File: config.mk
export PLATFORM = sky130hd
export DESIGN_NAME = rcot_ctrl
export DESIGN_NICKNAME = d
export VERILOG_FILES = /design/src/hdl/rcot_pkg.sv /design/src/hdl/rcot_ctrl.sv
export VERILOG_INCLUDE_DIRS = /design/src /design/src/hdl
export SDC_FILE = /design/constraint.sdc
export NUM_CORES = 1
export LEC_CHECK = 0
export ABC_CLOCK_PERIOD_IN_PS = 1900
export BUFFER_PORTS_ARGS = -buffer_cell sky130_fd_sc_hd__buf_2
export CORE_AREA = 5 5 43 45
export DETAILED_ROUTE_END_ITERATION = 7
export DIE_AREA = 0 0 48 50
export HOLD_SLACK_MARGIN = 0.02
export PLACE_DENSITY_LB_ADDON = 0.2
export SYNTH_ARGS = -nofsm -noshare
export SYNTH_HDL_FRONTEND = slang
export SYNTH_SLANG_ARGS = --single-unit
File: constraint.sdc
create_clock -name clk_i -period 1.9 [get_ports clk_i]
set_clock_uncertainty 0.15 [all_clocks]
set_input_delay 0.095 -clock clk_i [delete_from_list [all_inputs] [get_ports clk_i]]
set_output_delay 0.095 -clock clk_i [all_outputs]
set_load 0.02 [all_outputs]
File: src/hdl/range_copy_overlay_table_macros.svh
// ----------------------------------------------------------------------------
// Range copy overlay table: assertion macros
// Concurrent checks clocked on clk_i, held off while rst_ni is low.
// ----------------------------------------------------------------------------
`ifndef RANGE_COPY_OVERLAY_TABLE_MACROS_SVH
`define RANGE_COPY_OVERLAY_TABLE_MACROS_SVH

`ifndef SYNTHESIS
`define RCOT_ASSERT(lbl, prop) \
  lbl: assert property (@(posedge clk_i) disable iff (!rst_ni) prop) \
    else $error("rcot assertion failed");
`define RCOT_NEVER(lbl, cond) \
  lbl: assert property (@(posedge clk_i) disable iff (!rst_ni) !(cond)) \
    else $error("rcot forbidden condition seen");
`else
`define RCOT_ASSERT(lbl, prop)
`define RCOT_NEVER(lbl, cond)
`endif

`endif

File: src/hdl/rcot_pkg.sv
`timescale 1ns / 1ps
// ----------------------------------------------------------------------------
// rcot_pkg
// Shared types, codes and defaults of the range copy overlay table.
// ----------------------------------------------------------------------------
package rcot_pkg;

  localparam int unsigned EntriesDflt   = 1024;
  localparam int unsigned CopySlotsDflt = 1024;
  localparam int unsigned DataWidthDflt = 32;

  localparam int unsigned CmdW    = 2;
  localparam int unsigned IdxFldW = 10;
  localparam int unsigned LenFldW = 11;
  localparam int unsigned ValFldW = 32;
  localparam int unsigned StatW   = 2;
  localparam int unsigned InDataW = 64;
  localparam int unsigned OutDataW = 40;

  localparam logic [LenFldW-1:0] LenReset = 11'd1024;

  typedef enum logic [CmdW-1:0] {
    CMD_LOAD_SRC  = 2'd0,
    CMD_LOAD_BASE = 2'd1,
    CMD_COPY      = 2'd2,
    CMD_READ      = 2'd3
  } cmd_e;

  typedef enum logic [StatW-1:0] {
    STAT_OK    = 2'd0,
    STAT_FULL  = 2'd1,
    STAT_RANGE = 2'd2,
    STAT_RSVD  = 2'd3
  } stat_e;

  typedef enum logic [3:0] {
    ST_CLEAR,
    ST_IDLE,
    ST_CHECK,
    ST_ASSIGN,
    ST_WALK_RD,
    ST_WALK_ACC,
    ST_LOOK,
    ST_ADDR,
    ST_DATA,
    ST_FIN
  } ctrl_state_e;

  typedef struct packed {
    logic clr_step;
    logic accept;
    logic check;
    logic load_wr;
    logic copy_start;
    logic walk_start;
    logic asg_left;
    logic asg_right;
    logic asg_up;
    logic walk_rd;
    logic walk_acc;
    logic look;
    logic addr_rd;
    logic data_cap;
    logic out_load;
  } dp_cmd_t;

  typedef struct packed {
    cmd_e cmd;
    logic range_err;
    logic full;
    logic l_lt_r;
    logic l_odd;
    logic r_odd;
    logic node_root;
    logic stamp_zero;
    logic clr_last;
  } dp_stat_t;

endpackage

File: src/hdl/rcot_ctrl.sv
`timescale 1ns / 1ps
// ----------------------------------------------------------------------------
// rcot_ctrl
// Sequencer: tree clearing, command dispatch, tree walks, result hand-off.
// ----------------------------------------------------------------------------
`include "range_copy_overlay_table_macros.svh"
module rcot_ctrl import rcot_pkg::*; (
  input  logic     clk_i,
  input  logic     rst_ni,
  input  logic     in_valid_i,
  output logic     in_ready_o,
  output logic     out_valid_o,
  input  logic     out_ready_i,
  input  dp_stat_t stat_i,
  output dp_cmd_t  cmd_o
);

  ctrl_state_e state_q, state_d;
  logic        out_valid_q, out_valid_d;
  logic        out_free;

  assign out_free = !out_valid_q || out_ready_i;

  always_comb begin
    state_d = state_q;
    case (state_q)
      ST_CLEAR:    if (stat_i.clr_last) state_d = ST_IDLE;
      ST_IDLE:     if (in_valid_i) state_d = ST_CHECK;
      ST_CHECK: begin
        case (stat_i.cmd)
          CMD_COPY:  state_d = (stat_i.range_err || stat_i.full) ? ST_FIN : ST_ASSIGN;
          CMD_READ:  state_d = stat_i.range_err ? ST_FIN : ST_WALK_RD;
          default:   state_d = ST_FIN;
        endcase
      end
      ST_ASSIGN:   if (!stat_i.l_lt_r) state_d = ST_FIN;
      ST_WALK_RD:  state_d = ST_WALK_ACC;
      ST_WALK_ACC: state_d = stat_i.node_root ? ST_LOOK : ST_WALK_RD;
      ST_LOOK:     state_d = stat_i.stamp_zero ? ST_DATA : ST_ADDR;
      ST_ADDR:     state_d = ST_DATA;
      ST_DATA:     state_d = ST_FIN;
      ST_FIN:      if (out_free) state_d = ST_IDLE;
      default:     state_d = ST_IDLE;
    endcase
  end

  always_comb begin
    cmd_o      = '0;
    in_ready_o = 1'b0;
    case (state_q)
      ST_CLEAR:    cmd_o.clr_step = 1'b1;
      ST_IDLE: begin
        in_ready_o   = 1'b1;
        cmd_o.accept = in_valid_i;
      end
      ST_CHECK: begin
        cmd_o.check = 1'b1;
        case (stat_i.cmd)
          CMD_COPY:  cmd_o.copy_start = !stat_i.range_err && !stat_i.full;
          CMD_READ:  cmd_o.walk_start = !stat_i.range_err;
          default:   cmd_o.load_wr    = !stat_i.range_err;
        endcase
      end
      ST_ASSIGN: begin
        if (stat_i.l_lt_r) begin
          if (stat_i.l_odd) begin
            cmd_o.asg_left = 1'b1;
          end else if (stat_i.r_odd) begin
            cmd_o.asg_right = 1'b1;
          end else begin
            cmd_o.asg_up = 1'b1;
          end
        end
      end
      ST_WALK_RD:  cmd_o.walk_rd  = 1'b1;
      ST_WALK_ACC: cmd_o.walk_acc = 1'b1;
      ST_LOOK:     cmd_o.look     = 1'b1;
      ST_ADDR:     cmd_o.addr_rd  = 1'b1;
      ST_DATA:     cmd_o.data_cap = 1'b1;
      ST_FIN:      cmd_o.out_load = out_free;
      default:     cmd_o = '0;
    endcase
  end

  always_comb begin
    out_valid_d = out_valid_q;
    if (out_valid_q && out_ready_i) begin
      out_valid_d = 1'b0;
    end
    if (cmd_o.out_load) begin
      out_valid_d = 1'b1;
    end
  end

  always_ff @(posedge clk_i or negedge rst_ni) begin
    if (!rst_ni) begin
      state_q     <= ST_CLEAR;
      out_valid_q <= 1'b0;
    end else begin
      state_q     <= state_d;
      out_valid_q <= out_valid_d;
    end
  end

  assign out_valid_o = out_valid_q;

  `RCOT_NEVER(a_no_accept_in_clear, (state_q == ST_CLEAR) && in_ready_o)
  `RCOT_ASSERT(a_result_from_fin, $rose(out_valid_q) |-> $past(state_q == ST_FIN))
  `RCOT_ASSERT(a_assign_after_check, (state_q == ST_ASSIGN) |-> ($past(state_q == ST_CHECK) || $past(state_q == ST_ASSIGN)))
  `RCOT_NEVER(a_one_tree_write, cmd_o.asg_left && cmd_o.asg_right)

endmodule

# After elaboration in Yosys (flattened, before gate mapping)
# Index checks and enable logic that the tools add are counted.
[word_totals]
register_bits = 5
output_inout_bits = 17
wordCells = 59
[classes]
n_eq_ne = 15
n_mux = 31
n_reduce_logical = 11
[op_table]
columns = ["cell", "n"]
rows = [
  ["case mux 4 bit (10 select lines)", 1],
  ["two-way mux 4 bit", 8],
  ["two-way mux 1 bit", 17],
  ["equality test 4 x 3 -> 1 bit, second input constant", 4],
  ["equality test 4 x 2 -> 1 bit, second input constant", 2],
  ["equality test 4 bit, second input constant", 2],
  ["inequality test 2 bit, second input constant", 4],
  ["case mux 4 bit (2 select lines)", 1],
  ["two-way mux 3 bit", 2],
  ["equality test 2 bit, second input constant", 2],
  ["equality test 4 x 1 -> 1 bit, second input constant", 1],
  ["zero test 4 bit", 1],
  ["two-way mux 2 bit", 2],
  ["AND reduction 4 bit", 1],
  ["zero test 1 bit", 3],
  ["logical AND 1 bit", 2],
  ["logical OR 1 bit", 2],
  ["nonzero test 2 bit", 1],
  ["OR reduction 2 bit", 1],
]

# Longest topological paths before layout
# Gate-level depths: netlist of run 1.
[logic_depth]
word_depth = 4
ltp_mapped = 5
depth_no_buf = 4

# Worst setup path after synthesis of run 1
# Ideal clock, no wire load.
[synth_timing]
path_type = "register to register"
startpoint = "register state_q[0]"
endpoint = "register state_q[0]"
arrival_time_ps = 1725
required_time_ps = 1626
slack_ps = -99
stages_incl_launch_ff = 5
path_buffers = 1
period_less_slack_ps = 1999
path_cell_list = "dfrtp_1 > buf_2 > nor4_1 > or2b_1 > o31a_1"
[synth_via]
elab_chain_cells = 3
[synth_lines]
columns = ["item", "line_no", "source"]
rows = [
  ["start: declaration", "rcot_ctrl.sv:18", "ctrl_state_e state_q, state_d;"],
  ["start signal: assignment", "rcot_ctrl.sv:100", "state_q <= state_d;"],
  ["equality test 4 bit, or another cell as far along", "rcot_ctrl.sv:26", "case (state_q)"],
  ["inequality test 2 bit (no line)", "n/a", ""],
  ["AND reduction 4 bit (no line)", "n/a", ""],
]
# Several ways; a longest one is shown, not always the timed one.
# A chain may end at the register's enable or synchronous reset.

==> results of run 1 <==
-- Yosys cell counts --
cell type,count,share of area [%]
a211oi_1,1,1.5
a21oi_1,1,0.98
a221oi_1,1,1.7
a222oi_1,1,2.0
a31o_2,1,1.7
a32oi_1,1,1.7
and2b_1,1,1.5
and3_1,4,4.9
buf_2,3,3.0
buf_4,2,3.0
dfrtp_1,5,25
inv_1,6,4.4
mux2i_1,1,2.0
nand2_1,4,3.0
nand2b_1,3,3.7
nand4_1,1,1.2
nand4b_1,1,1.7
nor2_1,5,3.7
nor2b_1,3,3.7
nor3_1,4,3.9
nor3b_1,2,3.0
nor3b_2,1,2.5
nor4_1,2,2.5
nor4b_4,1,4.7
o21ai_0,3,3.0
o21ai_1,1,0.98
o22a_1,1,1.7
o31a_1,1,1.7
o31ai_1,1,1.5
o32a_1,1,2.0
or2b_1,1,1.5
or3_1,1,1.2
-- cell families (layout without fill, tap and decap cells) --
logic type / count (synthesis) / after routing / synth area share (%)
AND/OR/NAND/NOR: 34 / 34 / 42.6
AO/OA/AOI/OAI: 14 / 14 / 20.4
flip-flops: 5 / 5 / 24.6
multiplexers: 1 / 1 / 1.97
buffers and inverters: 11 / 44 / 10.3
-- per-layer routing --
metal	wire, um	vias up
met3	104	2
met5	0	-
met4	10	0
li1	-	306
met1	688	265
met2	768	24
-- timing repair --
| item | 4_1_cts | 5_1_grt |
|---|---|---|
| endpoints found under the hold margin | 5 | 0 |
| endpoints found under the setup margin | 0 | 5 |
| resized for setup | 0 | 4 |
| hold buffers | 1 | 0 |
-- final timing paths --
check / startpoint / end / cells after the start / slack, ns
setup / recovery: state_q[2] / cmd_o[0] / 4 / 0.07
min in group asynchronous: rst_ni / state_q[2] / 2 / 0.04
setup reg to reg: state_q[1] / state_q[3] / 4 / 0.21
max in group asynchronous: rst_ni / state_q[1] / 2 / 1.41
hold reg to reg: out_valid_o / out_valid_o / 2 / 0.55
hold / removal: out_ready_i / out_valid_o / 3 / 0.03
-- power breakdown --
group | internal (mW) | switching (mW)
clock | 0.0797 | 0.0484
combinational | 0.257 | 0.338
sequential | 0.154 | 0.0860
-- layout by cell type, fill, tap and decap left out, types with 4 or more instances in the layout --
cell type  instances
nand2_1            4
inv_1              6
buf_2             30
nor3_1             4
dfrtp_2            4
and3_1             4
nor2_1             5
-- state kept, by name, summed over array words and instances (netlist names) --
signal / cells
out_valid_o: 1
state_q: 4
-- worst max-delay path: stages, from the launching register on --
cell     delay, ns
dfrtp_2       0.46
buf_4         0.20
or3_1         0.40
nor2_1        0.10
buf_2         0.17
-- metrics by stage --
step           hold WS (ns)  utilization (%)
3_3_place_gp         -0.239             47.1
4_1_cts              0.0230             49.7
2_1_floorplan        -0.351                -
5_1_grt              0.0386             50.0
6_report             0.0253             50.0
3_5_place_dp         -0.233             47.1
-- layout make-up --
class                   count  area [um^2]  area share, %
clock buffers               4         26.3           3.66
inverters                   6         22.5           3.14
multi-input cells          49          337           46.9
flip-flops and latches      5          130           18.1
well taps                  16         20.0           2.79
repair buffers             34          183           25.4
==> run_results.csv, run 1 <==
group,metric,value,unit
floorplanning,die_area,2400,um^2
floorplanning,core.rowCount,14,
clock_network,cts_tree,"done",
sta,slew_viol_final,0,
global_route,gr-usage-met2,21.8,%
power,power.density,1340,nW/um^2
worst_setup_path,cp_max_fo,10,
global_route,use_met1,18.7,%
sta,finalCriticalPeriod,1.83,ns
cells_and_area,finalNonFillerCells,114,
clock_network,cts_setup_buffers,0,
clock_network,root_buffer,"clkbuf_4",
run_status,status,"complete, no violations",
sta,max_slew_margin,81.1,%
synthesis,ys_ff_latch,5,
hold_path,hold_class,"input pin to flop",
power,p_total,0.963,mW
synthesis,syn_inst,65,
cells_and_area,drive_above_1_share,44.9,%
floorplanning,io_pins,31,
synthesis,ys_warn_count,0,
cells_and_area,nFillCells,147,
floorplanning,core_area,1440,um^2
worst_setup_path,critPathArrivalTime,1.58,ns
placed_design,io_buffers,30,
clock_network,ctsLongestPathBuffers,2,
placed_design,hpwl,1220,um
power,p_leak,0.370,nW
drt,via_per_inst,5.24,
drt,drt-initial-drc-count,18,
worst_setup_path,worstSetupStartpointType,"flop",
synthesis,syn-num-nets,79,
cells_and_area,final_area,718,um^2
drt,postRouteAntennaNets,0,
cells_and_area,final_nets,113,
placed_design,place_area,677,um^2
global_route,grt_util_met3,2.55,%
sta,max_freq,547,MHz
placed_design,dp.cells,109,
placed_design,pre_cts_ws,0.204,ns
clock_network,clk_pin_slew,0.05,ns
synthesis,yosysSeqAreaShare,24.6,%
clock_network,numCtsBuffers,3,
drt,wire_per_inst,13.8,um
clock_network,h-tree-depth,1,
global_route,grt_busiest_layer,"met2",
flow_run,maxCapViolCount,0,
worst_setup_path,critPathKind,"flop to output port",
global_route,grt_usage,14.3,%
clock_network,cts_num_sinks,5,
placed_design,place_congestion,0.846,
sta,fin_crit_sh,96.2,%
drt,vias,597,
floorplanning,initial_utilization,35.4,%
global_route,grt_pass1_vias,573,
global_route,grt_start_max_net_pins,11,
cells_and_area,n_antenna_cell,0,
sta,tns,0,ns
drt,firstDrtPassIters,4,
power,peakVddDrop,0.448,mV
worst_setup_path,end_kind,"output port",
synthesis,synth_cell_type_count,32,
drt,drcViolationCount,0,
global_route,grt_first_pass_wirelength,2510,um
sta,setup_violations,0,
global_route,antenna_found_initial,0,
clock_network,worstSkewPairLatency,0.25,ns
synthesis,syn_avg_cell_area,7.82,um^2
floorplanning,die_h,50,um
sta,finalHoldViolations,0,
worst_setup_path,critPathRequiredTime,1.65,ns
global_route,grt_overflow,0,
cells_and_area,syn2layout_area_growth,41.4,%
drt,drt_wl_total,1570,um
synthesis,syn-cell-area,508,um^2
sta,setup_ws,0.0729,ns
floorplanning,die_w,48,um
sta,tightest_slew,0.283,ns
sta,rsz0062_at_grt,"no",
No activity file was read; power rests on OpenSTA's default activity.
==> run 2, diff against run 1 <==
ABC_CLOCK_PERIOD_IN_PS = 2000   (was 1900)
clock period = 2 ns   (was 1.9 ns; I/O delays follow)
==> run 2 against run 1 <==
Count of clock-buffer cells in the layout stayed put. First-iteration DRC count is 28% higher. Via count increased by 1.3%. Worst hold slack better by 0.0089 ns. Core utilization down 1.2 points. Register-to-register slack gained 0.14 ns. Power down 9.8%. Sequential cell count did not move. Cell count fell by 0.88%.
==> run_results.csv, run 2 (synthesized netlist as in run 1, its figures left out) <==
group,metric,value,unit
sta,slew_viol_final,0,
clock_network,clk_pin_slew,0.05,ns
sta,max_slew_margin,79.3,%
sta,fin_crit_sh,92.9,%
placed_design,io_buffers,30,
global_route,antenna_found_initial,0,
cells_and_area,largest_reg_flops,4,
floorplanning,die_area,2400,um^2
worst_setup_path,worstSetupStartpointType,"flop",
worst_setup_path,cp_max_fo,9,
worst_setup_path,crit_path_cell_trace,"inv_1 -> or3_1 -> nor2_1 -> buf_2",
placed_design,place_congestion,0.788,
global_route,grt_start_max_net_pins,14,
floorplanning,core_area,1440,um^2
drt,firstDrtPassIters,4,
global_route,grt_pass1_vias,529,
drt,wire_per_inst,12.7,um
power,peakVddDrop,0.582,mV
sta,tightest_slew,0.310,ns
cells_and_area,syn2layout_area_growth,37.9,%
cells_and_area,n_antenna_cell,0,
drt,drt-initial-drc-count,23,
flow_run,maxCapViolCount,0,
sta,setup_violations,0,
clock_network,cts_tree,"done",
worst_setup_path,crit_slowest_cell,"dfrtp_1",
cells_and_area,top_register,"state_q",
drt,postRouteAntennaNets,0,
clock_network,root_buffer,"clkbuf_4",
floorplanning,die_w,48,um
sta,tns,0,ns
sta,max_freq,538,MHz
run_status,status,"complete, no violations",
drt,vias,605,
drt,drcViolationCount,0,
floorplanning,die_h,50,um
worst_setup_path,critPathArrivalTime,1.61,ns
power,power.share.clock,13.5,%
clock_network,numCtsBuffers,3,
power,p_comb_share,59.8,%
global_route,grt_usage,13.4,%
drt,via_per_inst,5.35,
cells_and_area,layout_common_cells,"30 x buf_2, 6 x inv_1, 5 x nor2_1",
placed_design,hpwl,1170,um
cells_and_area,drive_above_1_share,40.2,%
global_route,grt_first_pass_wirelength,2320,um
sta,finalCriticalPeriod,1.86,ns
drt,drt_wl_total,1430,um
power,p_sw,0.425,mW
power,swShare,49.0,%
global_route,grt_overflow,0,
power,p_seq_share,26.7,%
worst_setup_path,critPathRequiredTime,1.75,ns
cells_and_area,final_nets,112,
placed_design,place_area,663,um^2
worst_setup_path,critPathKind,"flop to output port",
floorplanning,initial_utilization,35.4,%
sta,finalHoldViolations,0,
clock_network,worstSkewPairLatency,0.24,ns
power,p_leak,0.369,nW
power,p_int,0.443,mW
floorplanning,core.rowCount,14,
worst_setup_path,cpPeakStageDelay,0.52,ns
worst_setup_path,end_kind,"output port",
cells_and_area,nFillCells,142,
clock_network,ctsLongestPathBuffers,2,
clock_network,cts_num_sinks,5,
power,power.density,1240,nW/um^2
worst_setup_path,regToRegSetupSlack,0.35,ns
cells_and_area,final_area,701,um^2
cells_and_area,final_util,48.8,%
sta,rsz0062_at_grt,"no",
hold_path,hold_class,"input pin to flop",
floorplanning,io_pins,31,
clock_network,h-tree-depth,1,
cells_and_area,final_common_cell,"buf_2",
-- run 2: power by group through the flow --
stage                     combinational [mW]  sequential [mW]  clock, mW
after floorplan                        0.429            0.185          0
after global placement                 0.520            0.229          0
after detailed placement               0.520            0.231          0
after CTS                              0.522            0.229      0.121
after global routing                   0.576            0.244      0.129
final                                  0.519            0.232      0.118
-- run 2: final timing paths --
kind                        startpoint          end  cells past startpoint
min in group asynchronous       rst_ni   state_q[1]                      2
max                         state_q[3]     cmd_o[0]                      4
max in group asynchronous       rst_ni   state_q[0]                      2
max reg2reg                 state_q[1]   state_q[0]                      4
min reg2reg                out_valid_o  out_valid_o                      2
min                          stat_i[0]   state_q[0]                      3
-- run 2: through the flow --
stage	setup slack, ns	hold WS (ns)	total power [mW]	std cells
2_1_floorplan	0.00137	-0.346	0.615	65
3_3_place_gp	0.321	-0.232	0.749	108
3_5_place_dp	0.278	-0.232	0.751	108
4_1_cts	0.109	0.0298	0.872	113
5_1_grt	0.0372	0.0352	0.949	113
6_report	0.142	0.0342	0.869	113
-- run 2: repair_timing --
item,in CTS,in global routing
buffers inserted,0,0
hold buffers,1,0
endpoints found under the setup margin,0,1
endpoints found under the hold margin,5,0
resized for setup,0,1
-- run 2: final cells by class --
class	count	area (um^2)	area share [%]
timing repair buffer	33	175	25.0
tap	16	20.0	2.86
sequential	5	126	18.0
multi-input combinational	49	330	47.1
inverter	6	22.5	3.21
clock buffer	4	26.3	3.75
-- run 2: routing by layer --
layer	global-route usage (%)	vias up	part of all wire [%]
met5	0	-	0
met4	6.73	0	0.98
met3	2.18	2	7.2
met2	19.6	19	48
met1	18.3	282	43
li1	-	302	-
-- run 2: worst max-delay path: cells and delay by family, from the launching register on --
kind / cells / cell delay [ns]
flops: 1 / 0.52
simple gates: 2 / 0.49
buf+inv: 2 / 0.36
==> run 3, diff against run 2 <==
ABC_AREA = 1   (was default)
MAX_ROUTING_LAYER = met4   (was default)
PLACE_DENSITY = 0.78   (was default)
PLACE_DENSITY_LB_ADDON = default   (was 0.2)
==> run 3 against run 2 <==
Synthesized area increased by 2.2%. Core utilization grew 2.6 points. Worst hold slack gained 0.016 ns. Sequential power fell by 16%. Power is 0.22% lower. Setup slack improved by 0.17 ns. Via count up 2.5%. Cell count up 22%. Sequential cell count stayed put. First-iteration DRC count decreased by 39%. Count of clock-buffer cells in the layout stayed put. Critical path type unchanged. Largest power group unchanged.
==> run_results.csv, run 3 <==
group,metric,value,unit
run_status,status,"complete, no violations",
worst_setup_path,end_kind,"output port",
clock_network,cts_num_sinks,5,
synthesis,synth.most_common_cell,"nand2_1",
clock_network,root_buffer,"clkbuf_4",
global_route,grt_usage,13.3,%
drt,drt-initial-drc-count,14,
floorplanning,io_pins,31,
floorplanning,core.rowCount,14,
sta,fin_crit_sh,84.5,%
placed_design,dp.cells,131,
sta,tns,0,ns
synthesis,synthTopCellsByArea,"dfrtp_1 24%, nand2_1 14%, nor2_1 13%",
sta,rsz0062_at_grt,"no",
worst_setup_path,critPathRequiredTime,1.75,ns
synthesis,syn-num-nets,100,
drt,firstDrtPassIters,4,
drt,postRouteAntennaNets,0,
hold_path,hold_class,"input pin to asynchronous set/reset pin",
sta,max_slew_margin,83.4,%
synthesis,yosys-top-cells-count,"19 x nand2_1, 18 x nor2_1, 14 x inv_1",
synthesis,synth_top_area_share,24.1,%
cells_and_area,multi_input_area,323,um^2
sta,max_freq,592,MHz
drt,via_per_inst,4.49,
worst_setup_path,cp_top_family,"simple AND/OR/NAND/NOR gates",
clock_network,worstSkewPairLatency,0.24,ns
cells_and_area,nFillCells,158,
power,p_total,0.867,mW
floorplanning,initial_utilization,36.1,%
power,peakVddDrop,0.567,mV
synthesis,yosys.area.top_type,"dfrtp_1",
clock_network,ctsLongestPathBuffers,2,
drt,drcViolationCount,0,
global_route,antenna_found_initial,0,
worst_setup_path,cpPeakStageDelay,0.47,ns
worst_setup_path,critPathKind,"flop to output port",
floorplanning,die_area,2400,um^2
sta,setup_violations,0,
drt,vias,620,
cells_and_area,ff_latch_area,125,um^2
sta,whs,0.0506,ns
drt,wire_per_inst,9.82,um
synthesis,async_reset_ff_share,100,%
cells_and_area,final_area,738,um^2
worst_setup_path,crit_slowest_cell,"dfrtp_1",
clock_network,cts_tree,"done",
worst_setup_path,worstSetupStartpointType,"flop",
global_route,grt_pass1_vias,559,
worst_setup_path,cp_max_fo,6,
cells_and_area,top_register,"state_q",
placed_design,place_congestion,0.842,
placed_design,io_buffers,30,
placed_design,place_area,682,um^2
clock_network,h-tree-depth,1,
floorplanning,die_h,50,um
global_route,grt_overflow,0,
clock_network,clk_pin_slew,0.04,ns
placed_design,hpwl,1170,um
synthesis,ys_ff_latch,5,
cells_and_area,layout_common_cells,"30 x buf_2, 19 x nand2_1, 18 x nor2_1",
synthesis,yosysSeqAreaShare,24.1,%
synthesis,synth_edf_count,0,
drt,drt_wl_total,1360,um
worst_setup_path,critPathArrivalTime,1.44,ns
global_route,grt_start_max_net_pins,7,
sta,slew_viol_final,0,
cells_and_area,drive_above_1_share,36.1,%
cells_and_area,final_nets,137,
global_route,grt_first_pass_wirelength,2230,um
power,power.density,1170,nW/um^2
floorplanning,die_w,48,um
clock_network,numCtsBuffers,3,
cells_and_area,finalNonFillerCells,138,
flow_run,maxCapViolCount,0,
sta,finalHoldViolations,0,
power,p_leak,0.458,nW
synthesis,synth-main-ff-cell,"dfrtp_1",
cells_and_area,n_antenna_cell,0,
clock_network,cts_resized,0,
synthesis,ys_warn_count,0,
cells_and_area,largest_reg_flops,4,
floorplanning,core_area,1440,um^2
sta,tightest_slew,0.250,ns
synthesis,synth_cell_type_count,17,
worst_setup_path,path_buf_inv,1,
cells_and_area,syn2layout_area_growth,42.2,%
cells_and_area,final_common_cell,"buf_2",
synthesis,syn-cell-area,519,um^2
synthesis,syn_inst,86,
worst_setup_path,crit_path_cell_trace,"nand2_1 -> nand3b_4 -> nor3b_1 -> buf_2",
sta,finalCriticalPeriod,1.69,ns
synthesis,syn_avg_cell_area,6.04,um^2
[run 3: power breakdown]
| part | internal, mW | switching, mW | total [mW] |
|---|---|---|---|
| clock network | 0.0753 | 0.0390 | 0.114 |
| registers | 0.139 | 0.0564 | 0.196 |
| logic | 0.186 | 0.370 | 0.557 |
| total | 0.401 | 0.466 | 0.867 |
[run 3: final cells by class]
class                           count  area share, %
Tap cell                           16           2.71
Clock buffer                        4           3.56
Sequential cell                     5           16.9
Multi-Input combinational cell     63           43.7
Timing Repair Buffer               33           24.4
Inverter                           17           8.64
[run 3: per-layer routing]
metal / global-route usage (%) / up-vias / part of all wire (%)
met4: 4.04 / 0 / 0
met2: 19.6 / 27 / 47
met1: 16.3 / 257 / 44
met5: - / - / 0
li1: - / 336 / -
met3: 5.45 / 0 / 9.2
[run 3: cells by family (layout without fill, tap and decap cells)]
family	Yosys count	after routing	synth area share [%]
flops	5	5	24.1
compound gates	5	5	5.78
simple gates	58	58	56.4
buf+inv	18	54	13.7
[run 3: stage by stage]
| step | setup WS (ns) | util [%] |
|---|---|---|
| floorplan | 0.466 | - |
| global placement | 0.606 | 47.5 |
| detailed placement | 0.574 | 47.5 |
| CTS | 0.291 | 51.4 |
| global route | 0.108 | 51.4 |
| finish | 0.311 | 51.4 |
[run 3: worst reg2reg max path, cell delays in order (launching register included)]
cell and delay, ns:
dfrtp_1 0.45, nand2_1 0.18, nand3b_4 0.17, nand2_1 0.07, nor2_1 0.18, nand2_1 0.08
nand2_1 0.06
[run 3: path summary, 6_finish.rpt]
kind	startpoint	to	slack, ns	cells after the start
max in group asynchronous	rst_ni	state_q[1]	1.52	2
min	rst_ni	out_valid_o	0.05	2
max	state_q[1]	cmd_o[7]	0.31	4
min reg2reg	out_valid_o	out_valid_o	0.40	2
min in group clk_i	stat_i[1]	state_q[2]	0.07	4
max reg2reg	state_q[1]	state_q[0]	0.60	6
[run 3: what timing repair did]
item                                    4_1_cts  5_1_grt
setup buffers                                 0        0
hold endpoints to repair                      7        0
hold buffers                                  3        0
endpoints found under the setup margin        0        0
